==> src/rtl/ncs_pkg.sv <==
`timescale 1ns / 1ps
// ----------------------------------------------------------------------------
// ncs_pkg
// Shared constants, types and helper functions for the nearest center
// assignment block.
// ----------------------------------------------------------------------------
package ncs_pkg;

  localparam int MAX_CENTERS = 16;
  localparam int COORD_BITS  = 24;

  localparam int SLOT_W     = 4;
  localparam int CFG_W      = 5;
  localparam int OUT_IDX_W  = 4;
  localparam int DIST_OUT_W = 50;

  localparam int SQ_W  = 2 * COORD_BITS;
  localparam int SUM_W = SQ_W + 2;

  localparam int LEVELS = (MAX_CENTERS > 1) ? $clog2(MAX_CENTERS) : 0;
  localparam int TREE_N = 1 << LEVELS;
  localparam int IDX_W  = (LEVELS > 0) ? LEVELS : 1;

  localparam int IN_DATA_W  = ((SLOT_W + 3 * COORD_BITS + 7) / 8) * 8;
  localparam int OUT_DATA_W = ((OUT_IDX_W + DIST_OUT_W + 7) / 8) * 8;

  localparam logic KIND_LOAD     = 1'b0;
  localparam logic KIND_CLASSIFY = 1'b1;

  typedef logic signed [COORD_BITS-1:0] coord_t;
  typedef coord_t [2:0] point_t;

  typedef struct packed {
    logic             used;
    logic [IDX_W-1:0] idx;
    logic [SUM_W-1:0] sq_dist;
  } node_t;

  function automatic logic [COORD_BITS-1:0] abs_diff(coord_t a, coord_t b);
    logic [COORD_BITS:0] d;
    d = {a[COORD_BITS-1], a} - {b[COORD_BITS-1], b};
    if (d[COORD_BITS]) begin
      return COORD_BITS'(-d);
    end
    return COORD_BITS'(d);
  endfunction

  function automatic node_t pick(node_t lo, node_t hi);
    if (hi.used && (!lo.used || hi.sq_dist < lo.sq_dist)) begin
      return hi;
    end
    return lo;
  endfunction

endpackage

==> src/rtl/ncs_lane.sv <==
`timescale 1ns / 1ps
// ----------------------------------------------------------------------------
// ncs_lane
// One center register set with a three-stage squared distance pipeline:
// absolute differences, squares, then the sum of the three squares.
// ----------------------------------------------------------------------------
module ncs_lane (
  input  logic                      clk,
  input  logic                      en,
  input  logic                      wr_en,
  input  ncs_pkg::point_t           wr_pt,
  input  ncs_pkg::point_t           pt,
  output logic [ncs_pkg::SUM_W-1:0] dist_sq
);

  ncs_pkg::point_t                                   ctr_r;
  logic [2:0][ncs_pkg::COORD_BITS-1:0]               diff_r;
  logic [2:0][ncs_pkg::COORD_BITS-1:0]               diff_nxt;
  logic [2:0][ncs_pkg::SQ_W-1:0]                     sq_r;
  logic [ncs_pkg::SUM_W-1:0]                         dist_r;

  always_ff @(posedge clk) begin
    if (wr_en) begin
      ctr_r <= wr_pt;
    end
  end

  always_comb begin
    for (int k = 0; k < 3; k++) begin
      diff_nxt[k] = ncs_pkg::abs_diff(ctr_r[k], pt[k]);
    end
  end

  always_ff @(posedge clk) begin
    if (en) begin
      diff_r <= diff_nxt;
      for (int k = 0; k < 3; k++) begin
        sq_r[k] <= ncs_pkg::SQ_W'(diff_r[k]) * ncs_pkg::SQ_W'(diff_r[k]);
      end
      dist_r <= ncs_pkg::SUM_W'(sq_r[0]) + ncs_pkg::SUM_W'(sq_r[1])
              + ncs_pkg::SUM_W'(sq_r[2]);
    end
  end

  assign dist_sq = dist_r;

endmodule

==> config.mk <==
export PLATFORM = sky130hd
export DESIGN_NAME = ncs_lane
export DESIGN_NICKNAME = d
export VERILOG_FILES = /design/src/rtl/ncs_pkg.sv /design/src/rtl/ncs_lane.sv
export SDC_FILE = /design/constraint.sdc
export NUM_CORES = 2
export LEC_CHECK = 0
export ABC_AREA = 1
export BUFFER_PORTS_ARGS = -buffer_cell sky130_fd_sc_hd__buf_2
export CAP_MARGIN = 20
export CORE_AREA = 2 2 461 463
export CTS_CLUSTER_SIZE = 28
export DETAILED_ROUTE_END_ITERATION = 6
export DIE_AREA = 0 0 463 465
export PLACE_DENSITY = 0.46
export RECOVER_POWER = 50
export SKIP_CTS_REPAIR_TIMING = 1
export SLEW_MARGIN = 10
export SYNTH_ARGS = -nofsm -noshare
export SYNTH_HDL_FRONTEND = slang
export SYNTH_SLANG_ARGS = --single-unit
==> constraint.sdc <==
create_clock -name clk -period 9.4 [get_ports clk]
set_input_delay 1.88 -clock clk [delete_from_list [all_inputs] [get_ports clk]]
set_output_delay 1.88 -clock clk [all_outputs]
set_load 0.02 [all_outputs]
==> out/results.tsv <==
metric	value	unit
Routed WL	199	mm
initial antenna violation count	7	
DP HPWL	170	mm
Worst-Skew Late Latency	700	ps
Die ar.	215000	sq um
final period demand of the worst path	7900	ps
Synth cell types	53	
Starting DRT DRC Count	2986	
final hold violation count	0	
Rel. slew slack	-330	%
CTS tree	yes	
Setup TNS	0	ps
I/O Pins	197	
placed insts	11500	
Post-Syn Area	71300	sq um
Top FF cell, synth	edfxtp_1	
final RePlAce weighted congestion	0.899	
Post-synth EDFFs	335	
mean post-synth cell area	8.35	sq um
number of global-route vias before repair	57700	
async set-reset flop share out of synthesis	0	%
max_cap viols	3	
Hold Path Depth	0	
most frequent cells in the layout	2,628 x inv_1, 1,749 x nand2_1, 1,316 x fa_1	
cell count after synthesis	8541	
Critical Path Start Type	flip-flop	
status	finished with violations	
Crit Path Category	flip-flop to flip-flop	
largest net degree at the start of global routing	118	
H-tree levels	2	
IO buf count	196	
CTS Buffer Depth	3	
failing checks	capacitance limit, slew limit	
register area share after synthesis	14.1	%
GRT Total Usage	19.0	%
CTS root buffer	clkbuf_16	
actual transition at the worst max-transition pin	6460	ps
CTS Buf Count	48	
detailed-route DRC error count	0	
Tightest Hold Check Type	flip-flop to flip-flop	
row count	169	
Max Clock Skew	69.6	ps
Achievable Freq	127	MHz
Die W	463	microns
Starting Density	33.8	%
share of layout cells above drive strength 1	4.94	%
die height	465	microns
core area	211000	sq um
crit path max fanout	21	
via/cell ratio	4.56	
Post-Layout Cell Count	11600	
antenna viol nets, final	0	
area grow syn2layout	8.87	%
Vias	52700	
Synth area leader	fa_1	
final worst-path cycle share	84.0	%
Reg2Reg Depth	25	
max-slew violations	177	
# setup viols final	0	
# nets final	10800	
Crit path arrival time	8300	ps
Slowest-stage cell, CP	clkbuf_1	
yosys warns	0	
slowest stage delay, CP	960	ps
dominant cells by area after synthesis	fa_1 37%, edfxtp_1 14%, inv_1 14%, ha_1 11%, nand2_1 9.2%	
Routed WL per cell	17.2	microns
number of detailed-route iterations in the first pass	6	
commonest non-fill, non-tap cell in the layout	inv_1	
Crit. End Element	flip-flop	
CP most frequent cell	inv_1	
post-synth top area share	37.0	%
# clock sinks	335	
Synth Register Bits	335	
RSZ-0062 raised after global routing	no	
first-pass GRT wire length	322	mm
Crit path required time	9800	ps
Reg clk slew, reported paths	70	ps
gr ovfl total	0	
kinds of logic after synthesis:
logic type | Yosys count | synth area share [%]
adder cells (fa/ha/maj) | 1967 | 48.4
buffers and inverters | 2796 | 14.8
XOR/XNOR | 265 | 3.29
flip-flops | 335 | 14.1
AND/OR/NAND/NOR | 2547 | 14.5
AO/OA/AOI/OAI | 630 | 4.91
other | 1 | 0.00526
sequential cells by signal (all words and copies together), names as in the netlist:
| signal | flops |
|---|---|
| sq_r | 141 |
| ctr_r | 72 |
| diff_r | 72 |
| dist_sq | 50 |
worst max-delay path, delay by kind of cell (launching register included):
kind	cells	cell delay [ps]
simple gates	4	780
fa+ha+maj	8	3980
flops	1	460
compound gates	3	790
buf+inv	9	1390
xor+xnor	1	200
synth_stat cells (22+ instances only):
library cell,number
nand3b_1,22
nand4_1,34
a21oi_1,310
ha_1,651
xor2_1,157
a21o_1,23
o21bai_1,33
clkbuf_1,148
nand2_2,34
inv_1,2628
nand2_1,1749
nor2_1,402
edfxtp_1,335
xnor2_1,105
fa_1,1316
o21ai_0,155
nand3_1,200
a31oi_1,54
nor3_1,34
per-stage QoR:
| stage | cell area (sq um) | hold WS (ps) | utilization (%) | setup WS, ps |
|---|---|---|---|---|
| 2_1_floorplan | 71300 | 536 | - | 3040 |
| 3_3_place_gp | 75700 | 457 | 35.9 | 1640 |
| 3_5_place_dp | 75900 | 458 | 36.0 | 1950 |
| 4_1_cts | 77500 | 472 | 36.8 | 1940 |
| 5_1_grt | 77600 | 486 | 36.8 | 1120 |
| 6_report | 77600 | 461 | 36.8 | 1500 |
final cells by class:
type | instances | area, sq um
Sequential cell | 335 | 10100
Inverter | 2641 | 9910
Multi-Input combinational cell | 5412 | 50700
Timing Repair Buffer | 274 | 1700
Clock buffer | 55 | 1230
Fill cell | 22100 | 133000
Tap cell | 2821 | 3530
Clock inverter | 33 | 448
Antenna cell | 4 | 10.0
final timing paths:
kind	startpoint	endpoint	slack [ps]
worst max-delay path	diff_r[0]$_DFFE_PP_	sq_r[42]$_DFFE_PP_	1500
worst min-delay path	diff_r[24]$_DFFE_PP_	sq_r[48]$_DFFE_PP_	460
worst max register to register	diff_r[0]$_DFFE_PP_	sq_r[42]$_DFFE_PP_	1500
worst min register to register	diff_r[24]$_DFFE_PP_	sq_r[48]$_DFFE_PP_	460
layer usage:
layer  global-route usage [%]  vias to the layer above  wire, microns
met5                        0                        -              0
met4                     4.88                        0           5360
met3                     1.80                      203           7170
met2                     31.6                      935          93200
met1                     26.5                    26100          93300
li1                         -                    25500              -
Power is left out: the tool's default activity adds up to more than one toggle a clock period on the data nets, which glitch-free logic cannot reach.
